[src/hw/rtl/grid_walk_counter_core_defines.svh]
// Assertion helpers used by gwc_back.
`ifndef GRID_WALK_COUNTER_CORE_DEFINES_SVH
`define GRID_WALK_COUNTER_CORE_DEFINES_SVH

// Check a property on every rising aclk edge outside of reset.
`define GWC_ASSERT(label, prop, msg) \
    label: assert property (@(posedge aclk) disable iff (!aresetn) (prop)) else $error(msg);

// Same, with an implication from a trigger to a next-cycle consequence.
`define GWC_ASSERT_NEXT(label, trig, cons, msg) \
    label: assert property (@(posedge aclk) disable iff (!aresetn) (trig) |=> (cons)) \
        else $error(msg);

`endif

[src/hw/rtl/gwc_pkg.sv]
`default_nettype none
package gwc_pkg;
    localparam int MAX_ROWS = 4;
    localparam int MAX_COLS = 4;
    localparam int CELLS    = MAX_ROWS * MAX_COLS;
    localparam int CELL_W   = $clog2(CELLS);
    localparam int CNT_W    = $clog2(CELLS + 1);
    localparam int DIM_W    = 3;
    localparam int TOT_W    = 2 * DIM_W;
    localparam int LEN_W    = 16;
    localparam int COUNT_W  = 64;
    localparam int CIDX_W   = (MAX_COLS > 1) ? $clog2(MAX_COLS) : 1;
    localparam int RIDX_W   = (MAX_ROWS > 1) ? $clog2(MAX_ROWS) : 1;

    typedef enum logic [1:0] {
        KIND_OPEN   = 2'd0,
        KIND_WALL   = 2'd1,
        KIND_START  = 2'd2,
        KIND_FINISH = 2'd3
    } kind_t;

    typedef enum logic [1:0] {
        REG_ROWS   = 2'd0,
        REG_COLS   = 2'd1,
        REG_LENGTH = 2'd2
    } reg_idx_t;

    typedef enum logic [1:0] {
        ST_IDLE,
        ST_RUN,
        ST_OUT
    } back_state_t;

    typedef struct packed {
        logic [CELLS-1:0]  wall;
        logic [CELL_W-1:0] start;
        logic [CELL_W-1:0] finish;
        logic [DIM_W-1:0]  rows;
        logic [DIM_W-1:0]  cols;
        logic [LEN_W-1:0]  length;
    } job_t;

    function automatic logic [DIM_W-1:0] clamp_dim(logic [DIM_W-1:0] v, logic [DIM_W-1:0] hi);
        logic [DIM_W-1:0] r;
        if (v == '0) r = DIM_W'(1);
        else if (v > hi) r = hi;
        else r = v;
        return r;
    endfunction
endpackage
`default_nettype wire

[src/hw/rtl/gwc_queue.sv]
`default_nettype none
module gwc_queue (
    input  wire logic          aclk,
    input  wire logic          aresetn,
    input  wire logic          push,
    input  wire gwc_pkg::job_t push_data,
    output logic               full,
    input  wire logic          pop,
    output logic               not_empty,
    output gwc_pkg::job_t      pop_data
);
    gwc_pkg::job_t slot_reg [2];
    logic       wr_reg, rd_reg;
    logic [1:0] cnt_reg;

    assign full      = (cnt_reg == 2'd2);
    assign not_empty = (cnt_reg != 2'd0);
    assign pop_data  = slot_reg[rd_reg];

    always_ff @(posedge aclk) begin
        if (push && !full) slot_reg[wr_reg] <= push_data;
    end

    always_ff @(posedge aclk) begin
        if (!aresetn) begin
            wr_reg  <= 1'b0;
            rd_reg  <= 1'b0;
            cnt_reg <= 2'd0;
        end else begin
            if (push && !full) wr_reg <= ~wr_reg;
            if (pop && not_empty) rd_reg <= ~rd_reg;
            cnt_reg <= cnt_reg + 2'((push && !full) ? 1 : 0) - 2'((pop && not_empty) ? 1 : 0);
        end
    end
endmodule
`default_nettype wire

[config.mk]
export PLATFORM = sky130hd
export DESIGN_NAME = gwc_queue
export DESIGN_NICKNAME = d
export VERILOG_FILES = /design/src/hw/rtl/grid_walk_counter_core_defines.svh /design/src/hw/rtl/gwc_pkg.sv /design/src/hw/rtl/gwc_queue.sv
export SDC_FILE = /design/constraint.sdc
export NUM_CORES = 1
export LEC_CHECK = 0
export BUFFER_PORTS_ARGS = -buffer_cell sky130_fd_sc_hd__clkbuf_2
export CELL_PAD_IN_SITES_DETAIL_PLACEMENT = 1
export CELL_PAD_IN_SITES_GLOBAL_PLACEMENT = 1
export CORE_MARGIN = 1.5
export CORE_UTILIZATION = 40
export DETAILED_ROUTE_END_ITERATION = 10
export PLACE_DENSITY = 0.84
export SYNTH_ARGS = -nofsm -noshare
export SYNTH_HDL_FRONTEND = slang
export SYNTH_SLANG_ARGS = --single-unit
export TNS_END_PERCENT = 10
[constraint.sdc]
create_clock -name aclk -period 8.2 [get_ports aclk]
set_input_delay 1.23 -clock aclk [delete_from_list [all_inputs] [get_ports aclk]]
set_output_delay 1.23 -clock aclk [all_outputs]
set_load 0.02 [all_outputs]
==> key figures <==
Placement
  – IO Port Bufs: 97
  – Placed Instances: 373
  – Place WS: 5360 ps
  – Gpl congestion: 0.647
  – DP Wirelength: 4.21 mm

Finish
  – Fraction of layout cells with a size suffix above 1: 58.1%
  – Number of flip-flops in the largest register: 92
  – Commonest non-fill, non-tap cells in the layout: clkbuf_2 (97), edfxtp_1 (92), mux2_4 (40), clkbuf_8 (9), mux2_2 (6)
  – Area delta synth->final: 19.7%
  – Fin nets: 325
  – Most common cell after layout, fill and taps aside: clkbuf_2
  – Finished Layout Cells: 388
  – # diodes: 0

Routing
  – Post-DRT Antenna Nets: 0
  – Avg WL per Cell: 16.0 um
  – Via density: 4.70
  – DRC viols: 0
  – Total wire length: 6.20 mm
  – Vias: 1,823
  – Initial DRC count: 22
  – Drt first pass iters: 5

Synth
  – Flops & latches, synth: 97
  – Syn Std Cell Area: 0.00376 mm^2
  – Cells after Synth: 169
  – Net Count, Synth: 221
  – Synth cell types: 18
  – Seq/Total Area, Yosys: 76.2%
  – Average size of a mapped cell: 22.2 um^2
  – Ys Warns: 0

Worst setup path
  – Buffers & Inverters on Critical Path: 1
  – Slowest CP cell: dfxtp_4
  – Worst setup path class: flop to output pin
  – R2R depth: 4
  – Cell breakdown of the critical path: mux2_2 -> clkbuf_2
  – Crit path depth: 2
  – Critical Path RT: 6970 ps
  – CP Max Fanout: 46
  – Top cell family by delay on the critical path: flip-flops
  – Critical path arrival: 1860 ps
  – Worst setup SP type: flop
  – CP Capture Type: output pin
  – Slowest stage delay, CP: 870 ps

Clocking
  – Clock buffer depth: 2
  – # Post-CTS Setup Buffers: 0
  – Reg clk slew, reported paths: 90 ps
  – Clk sinks: 97
  – # resized after CTS: 0
  – CTS buffer count: 9
  – H-tree depth: 3
  – CTS tree: done
  – Hold Buf Count CTS: 0
  – Clk root buf: clkbuf_8
  – Skew-Pair Late Insertion Delay: 350 ps

Job
  – Max-Cap Viols: 0

Die
  – Io pins: 98
  – Core Box Area: 0.00915 mm^2
  – Die Width: 99.9 um
  – Die area: 0.00998 mm^2
  – Initial Util: 41.0%
  – Row count: 35
  – Die height: 99.9 um

Global route
  – M3 GR Usage: 4.25%
  – Vias in the first global route: 1,882
  – Grt total ovfl: 0
  – GR peak layer: met2
  – Met2 Use GR: 21.4%
  – Initial antenna violation count: 0
  – Met1 usage: 15.8%
  – GRT Total Usage: 13.3%
  – First-pass GRT wire length: 9.69 mm
  – Largest net degree at the start of global routing: 47

Run status
  – Status: complete, no violations

Timing
  – Worst-Margin Slew: 1130 ps
  – Final worst-path setup slack: 5110 ps
  – # setup viols final: 0
  – Hold Violations, Final: 0
  – Hold_ws: 528 ps
  – Fmax: 324 MHz
  – Final setup TNS: 0 ps
  – Final critical-path share of the clock period: 37.7%
  – Layout Skew: 8.05 ps
  – Final Slew Violations: 0
  – Unrepaired setup endpoints after global routing: no
  – Slew headroom: 24.8%
  – Crit path time final: 3090 ps

Power and ir drop
  – Pleak: 1.79 nW
  – Switching power: 0.410 mW
  – Clk pwr share: 21.8%
  – Switching portion of total power: 30.2%
  – Combinational Power Share: 27.9%
  – PwrDens: 301 mW/mm^2
  – Part of the power in registers: 50.3%
  – Peak supply drop: 0.141 mV
  – Pint: 0.945 mW

Hold path
  – Min-delay worst type: flop to flop
  – WHS Path Cells: 2
-- path summary, 6_finish.rpt --
path / start / to / slack [ps]
worst max register to register: cnt_reg[0] / slot_reg[0][20] / 6170
worst min register to register: wr_reg / wr_reg / 530
worst min-delay path: wr_reg / wr_reg / 530
worst max-delay path: flop / pop_data[0] / 5110
-- cells by family (layout without fill, tap and decap cells) --
| group | count (synthesis) | count (layout) | share of synthesized area (%) |
|---|---|---|---|
| multiplexers | 47 | 47 | 18.1 |
| flip-flops | 97 | 97 | 76.2 |
| AND/OR/NAND/NOR | 11 | 11 | 1.43 |
| XOR/XNOR | 3 | 3 | 0.700 |
| buffers and inverters | 8 | 116 | 2.73 |
| adder cells (fa/ha/maj) | 2 | 2 | 0.666 |
| AO/OA/AOI/OAI | 1 | 1 | 0.200 |
-- tightest hold or removal path, stage by stage, from the launching register on --
cell and delay (ps):
dfxtp_1 350, nand2_1 70, mux2i_1 60
-- final cells by class --
class	count	area [um^2]
flip-flops and latches	97	2870
clock buffers	10	128
repair buffers	98	493
multi-input cells	64	800
fillers	878	4660
inverters	3	11.3
clock inverters	5	57.6
well taps	111	139
-- layer usage --
layer	routed length, um	part of all wire (%)
met1	2540	41
met2	3160	51
met3	409	6.6
met4	94	1.5
met5	0	0
-- Yosys cell counts --
library cell | n | area (um^2)
dfxtp_1 | 5 | 100
or2_2 | 1 | 6.26
and3_1 | 1 | 6.26
buf_6 | 1 | 11.3
xor2_1 | 1 | 8.76
nor2_1 | 4 | 15.0
and2_1 | 1 | 6.26
nand2_1 | 2 | 7.51
mux2_2 | 6 | 67.6
edfxtp_1 | 92 | 2760
xnor2_1 | 2 | 17.5
mux2_4 | 40 | 601
mux2i_1 | 1 | 10.0
nand2b_1 | 2 | 12.5
o21a_1 | 1 | 7.51
ha_1 | 2 | 25.0
buf_12 | 4 | 80.1
inv_1 | 3 | 11.3
-- power by group through the flow --
stage | sequential (mW) | clock, mW | combinational (mW)
after global placement | 0.691 | 0 | 0.376
after global routing | 0.693 | 0.323 | 0.408
after floorplan | 0.651 | 0 | 0.337
after detailed placement | 0.696 | 0 | 0.385
final | 0.682 | 0.295 | 0.378
after CTS | 0.686 | 0.305 | 0.386
-- per-stage QoR --
step                util, %  total power [mW]  cell area (um^2)
finish                 49.1              1.36              4490
global route           49.1              1.42              4490
CTS                    49.1              1.38              4490
detailed placement     47.1              1.08              4310
global placement       47.1              1.07              4310
floorplan                 -             0.987              3760
Power figures use the tool's default switching activity.
