## src/hw/rtl/grid_walk_counter_core_defines.svh

```systemverilog
// Assertion helpers used by gwc_back.
`ifndef GRID_WALK_COUNTER_CORE_DEFINES_SVH
`define GRID_WALK_COUNTER_CORE_DEFINES_SVH

// Check a property on every rising aclk edge outside of reset.
`define GWC_ASSERT(label, prop, msg) \
    label: assert property (@(posedge aclk) disable iff (!aresetn) (prop)) else $error(msg);

// Same, with an implication from a trigger to a next-cycle consequence.
`define GWC_ASSERT_NEXT(label, trig, cons, msg) \
    label: assert property (@(posedge aclk) disable iff (!aresetn) (trig) |=> (cons)) \
        else $error(msg);

`endif

```

## src/hw/rtl/gwc_pkg.sv

```systemverilog
`default_nettype none
package gwc_pkg;
    localparam int MAX_ROWS = 4;
    localparam int MAX_COLS = 4;
    localparam int CELLS    = MAX_ROWS * MAX_COLS;
    localparam int CELL_W   = $clog2(CELLS);
    localparam int CNT_W    = $clog2(CELLS + 1);
    localparam int DIM_W    = 3;
    localparam int TOT_W    = 2 * DIM_W;
    localparam int LEN_W    = 16;
    localparam int COUNT_W  = 64;
    localparam int CIDX_W   = (MAX_COLS > 1) ? $clog2(MAX_COLS) : 1;
    localparam int RIDX_W   = (MAX_ROWS > 1) ? $clog2(MAX_ROWS) : 1;

    typedef enum logic [1:0] {
        KIND_OPEN   = 2'd0,
        KIND_WALL   = 2'd1,
        KIND_START  = 2'd2,
        KIND_FINISH = 2'd3
    } kind_t;

    typedef enum logic [1:0] {
        REG_ROWS   = 2'd0,
        REG_COLS   = 2'd1,
        REG_LENGTH = 2'd2
    } reg_idx_t;

    typedef enum logic [1:0] {
        ST_IDLE,
        ST_RUN,
        ST_OUT
    } back_state_t;

    typedef struct packed {
        logic [CELLS-1:0]  wall;
        logic [CELL_W-1:0] start;
        logic [CELL_W-1:0] finish;
        logic [DIM_W-1:0]  rows;
        logic [DIM_W-1:0]  cols;
        logic [LEN_W-1:0]  length;
    } job_t;

    function automatic logic [DIM_W-1:0] clamp_dim(logic [DIM_W-1:0] v, logic [DIM_W-1:0] hi);
        logic [DIM_W-1:0] r;
        if (v == '0) r = DIM_W'(1);
        else if (v > hi) r = hi;
        else r = v;
        return r;
    endfunction
endpackage
`default_nettype wire

```

## src/hw/rtl/gwc_front.sv

```systemverilog
`default_nettype none
module gwc_front (
    input  wire logic                         aclk,
    input  wire logic                         aresetn,
    input  wire logic                         cell_fire,
    input  wire gwc_pkg::kind_t               cell_kind,
    input  wire logic [gwc_pkg::DIM_W-1:0]    rows_eff,
    input  wire logic [gwc_pkg::DIM_W-1:0]    cols_eff,
    input  wire logic [gwc_pkg::LEN_W-1:0]    walk_length,
    output logic                              job_push,
    output gwc_pkg::job_t                     job_data
);
    logic [gwc_pkg::CELL_W-1:0] cnt_reg, cnt_next;
    logic [gwc_pkg::CELL_W-1:0] start_reg, start_next;
    logic [gwc_pkg::CELL_W-1:0] finish_reg, finish_next;
    logic [gwc_pkg::CELLS-1:0]  wall_reg, wall_next;
    logic [gwc_pkg::CNT_W-1:0]  cnt_inc;
    logic [gwc_pkg::TOT_W-1:0]  total;
    logic                       grid_done;

    assign total     = gwc_pkg::TOT_W'(rows_eff) * gwc_pkg::TOT_W'(cols_eff);
    assign cnt_inc   = gwc_pkg::CNT_W'(cnt_reg) + gwc_pkg::CNT_W'(1);
    assign grid_done = gwc_pkg::TOT_W'(cnt_inc) >= total;

    always_comb begin
        wall_next   = wall_reg;
        start_next  = start_reg;
        finish_next = finish_reg;
        wall_next[cnt_reg] = (cell_kind == gwc_pkg::KIND_WALL);
        if (cell_kind == gwc_pkg::KIND_START) start_next = cnt_reg;
        else if (cell_kind == gwc_pkg::KIND_FINISH) finish_next = cnt_reg;
        cnt_next = cnt_inc[gwc_pkg::CELL_W-1:0];
    end

    assign job_push        = cell_fire && grid_done;
    assign job_data.wall   = wall_next;
    assign job_data.start  = start_next;
    assign job_data.finish = finish_next;
    assign job_data.rows   = rows_eff;
    assign job_data.cols   = cols_eff;
    assign job_data.length = walk_length;

    always_ff @(posedge aclk) begin
        if (cell_fire) wall_reg <= wall_next;
    end

    always_ff @(posedge aclk) begin
        if (!aresetn) begin
            cnt_reg    <= '0;
            start_reg  <= '0;
            finish_reg <= '0;
        end else if (cell_fire) begin
            if (grid_done) begin
                cnt_reg    <= '0;
                start_reg  <= '0;
                finish_reg <= '0;
            end else begin
                cnt_reg    <= cnt_next;
                start_reg  <= start_next;
                finish_reg <= finish_next;
            end
        end
    end
endmodule
`default_nettype wire

```

## config.mk

```make
export PLATFORM = sky130hd
export DESIGN_NAME = gwc_front
export DESIGN_NICKNAME = d
export VERILOG_FILES = /design/src/hw/rtl/grid_walk_counter_core_defines.svh /design/src/hw/rtl/gwc_pkg.sv /design/src/hw/rtl/gwc_front.sv
export SDC_FILE = /design/constraint.sdc
export NUM_CORES = 1
export LEC_CHECK = 0
export ABC_AREA = 1
export BUFFER_PORTS_ARGS = -buffer_cell sky130_fd_sc_hd__buf_2
export CORE_MARGIN = 3
export CORE_UTILIZATION = 48
export DETAILED_ROUTE_END_ITERATION = 7
export PLACE_DENSITY = 0.82
export SYNTH_ARGS = -nofsm -noshare
export SYNTH_HDL_FRONTEND = slang
export SYNTH_SLANG_ARGS = --single-unit
```

## constraint.sdc

```tcl
create_clock -name aclk -period 4.6 [get_ports aclk]
set_input_delay 0.92 -clock aclk [delete_from_list [all_inputs] [get_ports aclk]]
set_output_delay 0.92 -clock aclk [all_outputs]
set_load 0.005 [all_outputs]
```

==> impl_metrics.json <==
{
  "path_clk_slew_ns": 0.09,
  "slowest_stage": "fa_1",
  "seqPwrFrac_pct": 46.0,
  "fin_crit_sh_pct": 88.41,
  "seq_area_frac_synth_pct": 39.32,
  "p_sw_uw": 182.8,
  "crit_family": "adder cells",
  "vias_per_cell": 4.969,
  "cts_sinks": 28,
  "final_common_cell": "nand2_1",
  "cts_tree": "done",
  "slowest_delay_ns": 0.47,
  "design_area_um2": 1978,
  "layout_common_cells": "nand2_1 (50), buf_2 (41), inv_1 (30)",
  "outcome": "complete, no violations",
  "dieWidth_um": 67.80,
  "yosysTopAreaCell": "edfxtp_1",
  "async_reset_ff_share_pct": 0,
  "netlist.area_leader.share_pct": 26.21,
  "drc": 0,
  "met1_length_um": 1677,
  "io_pins": 74,
  "vdd_drop_max_v": 0.0003634,
  "routabilityCongestion": 0.7259,
  "antenna_found_initial": 0,
  "clkPwrFrac_pct": 29.1,
  "final_core_util_pct": 56.61,
  "yosys_warnings": 0,
  "area_growth_pct": 7.918,
  "layout.nets": 285,
  "worstPathMaxFanout": 4,
  "crit_path_end_kind": "primary output",
  "synth_top_flop_cell": "edfxtp_1",
  "finalClockSkew_ns": 0.007961,
  "max_freq_mhz": 245.9,
  "critPathBufInv": 5,
  "largest_reg_flops": 16,
  "drt_wl_total_um": 3431,
  "postCtsSetupRepairBufs": 0,
  "grt_usage_pct": 16.19,
  "crit_chain": "buf_2 > nand2_1 > fa_1 > inv_1 > ha_1 > inv_1 > fa_1 > xor2_1 > ha_1 > nand2_1 > nor2_1 > nor2_1 > nand2_1 > nand2_1 > inv_1 > buf_2",
  "gr-total-overflow": 0,
  "dr.first_iter.drc_count": 76,
  "syn_area_per_cell_um2": 8.257,
  "synth_cell_type_count": 23,
  "clock_latency_ns": 0.27,
  "setup_viol": 0,
  "critPathKind": "in -> out",
  "route.vias.total": 1426,
  "finalNonFillerCells": 287,
  "drive_gt1_share_pct": 19.50,
  "slew_violations": 0,
  "maxSlewHeadroom_pct": 67.96,
  "syn_area_um2": 1833,
  "top_layer_used": "met4",
  "synth_edf_count": 16,
  "hpwl_um": 2649,
  "drt_pass1_iterations": 4,
  "placed_cell_area_um2": 1907,
  "wl_per_cell_um": 11.95,
  "cts_buffers": 3,
  "htree_levels": 1,
  "grt_max_degree": 20,
  "die_y_um": 67.80,
  "comb_power_share_pct": 24.9,
  "fp-row-count": 21,
  "core_area_um2": 3495,
  "hold_viol": 0,
  "dr_wl_met3_um": 145,
  "root_buffer": "clkbuf_8",
  "finalSetupTns_ns": 0,
  "arrival_ns": 3.15,
  "power.density_nw_per_um2": 329.2,
  "min_path_type": "reg -> reg",
  "initial_core_util_pct": 52.45,
  "p_leak_uw": 0.0009887,
  "cp-start-kind": "primary input",
  "synth-seq-cells": 28,
  "die_area_um2": 4596,
  "synthTopCellsByArea": "edfxtp_1 (26%), dfxtp_1 (13%), nand2_1 (10%)",
  "rsz0062_at_grt": "false",
  "cp_data_required_time_ns": 3.68,
  "cts_buffer_depth": 2,
  "hold_ws_ns": 0.5162,
  "syn_inst": 222,
  "cts_resized": 0,
  "postRouteAntennaNets": 0,
  "swShare_pct": 28.07,
  "hold_buffers": 0,
  "placed_cells": 283,
  "cpMostUsedCell": "nand2_1",
  "worst_pin_slew_ns": 0.4801,
  "dr_wl_met2_um": 1581,
  "diodes": 0,
  "io_buffers": 41,
  "min_period_ns": 4.067,
  "grt_pass1_wl_um": 5651,
  "grt_pass1_vias": 1202,
  "p_int_uw": 468.4,
  "cap_violations": 0,
  "synth_nets": 265
}
==> cells by family after synthesis <==
group                      synth area share [%]
DFF                                       39.32
AOI/OAI and AO/OA                         10.44
muxes                                     4.369
adders and majority gates                 11.74
xor gates and xnor gates                  1.912
and+or+nand+nor                           15.56
buffers and inverters                     16.66
==> power groups by stage <==
stage,clock network (uW),logic [uW],registers (uW)
after floorplan,0,122,303
after global placement,0,158,304
after detailed placement,0,163,305
after CTS,192,164,299
after global routing,205,191,302
final,190,162,300
==> per-layer routing <==
layer | global-route usage, % | up-vias
met5 | 0 | -
li1 | - | 736
met1 | 22.22 | 652
met4 | 3.722 | 0
met3 | 2.662 | 2
met2 | 26.61 | 36
==> tightest hold or removal path, delay by kind of cell (launching register included) <==
family,cells,cell delay (ns)
flip-flops,1,0.33
AND/OR/NAND/NOR,1,0.09
multiplexers,1,0.06
==> final timing paths <==
| path | cells after the start | slack, ns | end | startpoint |
|---|---|---|---|---|
| worst max-delay path | 16 | 0.53 | job_push | rows_eff[0] |
| worst min-delay path | 2 | 0.52 | start_reg[2] | start_reg[2] |
| worst max register to register | 11 | 2.48 | cnt_reg[3] | cnt_reg[0] |
| worst min register to register | 2 | 0.52 | start_reg[2] | start_reg[2] |
==> metrics by stage <==
stage | setup slack (ns) | total power [uW]
2_1_floorplan | 0.8336 | 424.2
3_3_place_gp | 0.5629 | 462.3
3_5_place_dp | 0.5219 | 468.6
4_1_cts | 0.5178 | 655.3
5_1_grt | 0.2751 | 698.2
6_report | 0.5332 | 651.2
==> cells in the mapped netlist (2+ instances only) <==
master	count
a21oi_1	6
a31oi_1	5
buf_4	22
clkbuf_1	2
dfxtp_1	12
edfxtp_1	16
fa_1	2
ha_1	14
inv_1	30
mux2i_1	8
nand2_1	50
nand3_1	2
nor2_1	20
o21ai_0	20
o31ai_1	3
xor2_1	3
==> cell type report <==
| cell class | instances | area (um^2) |
|---|---|---|
| Fill cell | 313 | 1516 |
| Inverter | 31 | 116.4 |
| Clock buffer | 3 | 41.29 |
| Sequential cell | 28 | 720.7 |
| Multi-Input combinational cell | 137 | 807.0 |
| Timing Repair Buffer | 41 | 205.2 |
| Tap cell | 46 | 57.56 |
| Clock inverter | 1 | 30.03 |
No activity file was read; power rests on OpenSTA's default activity.
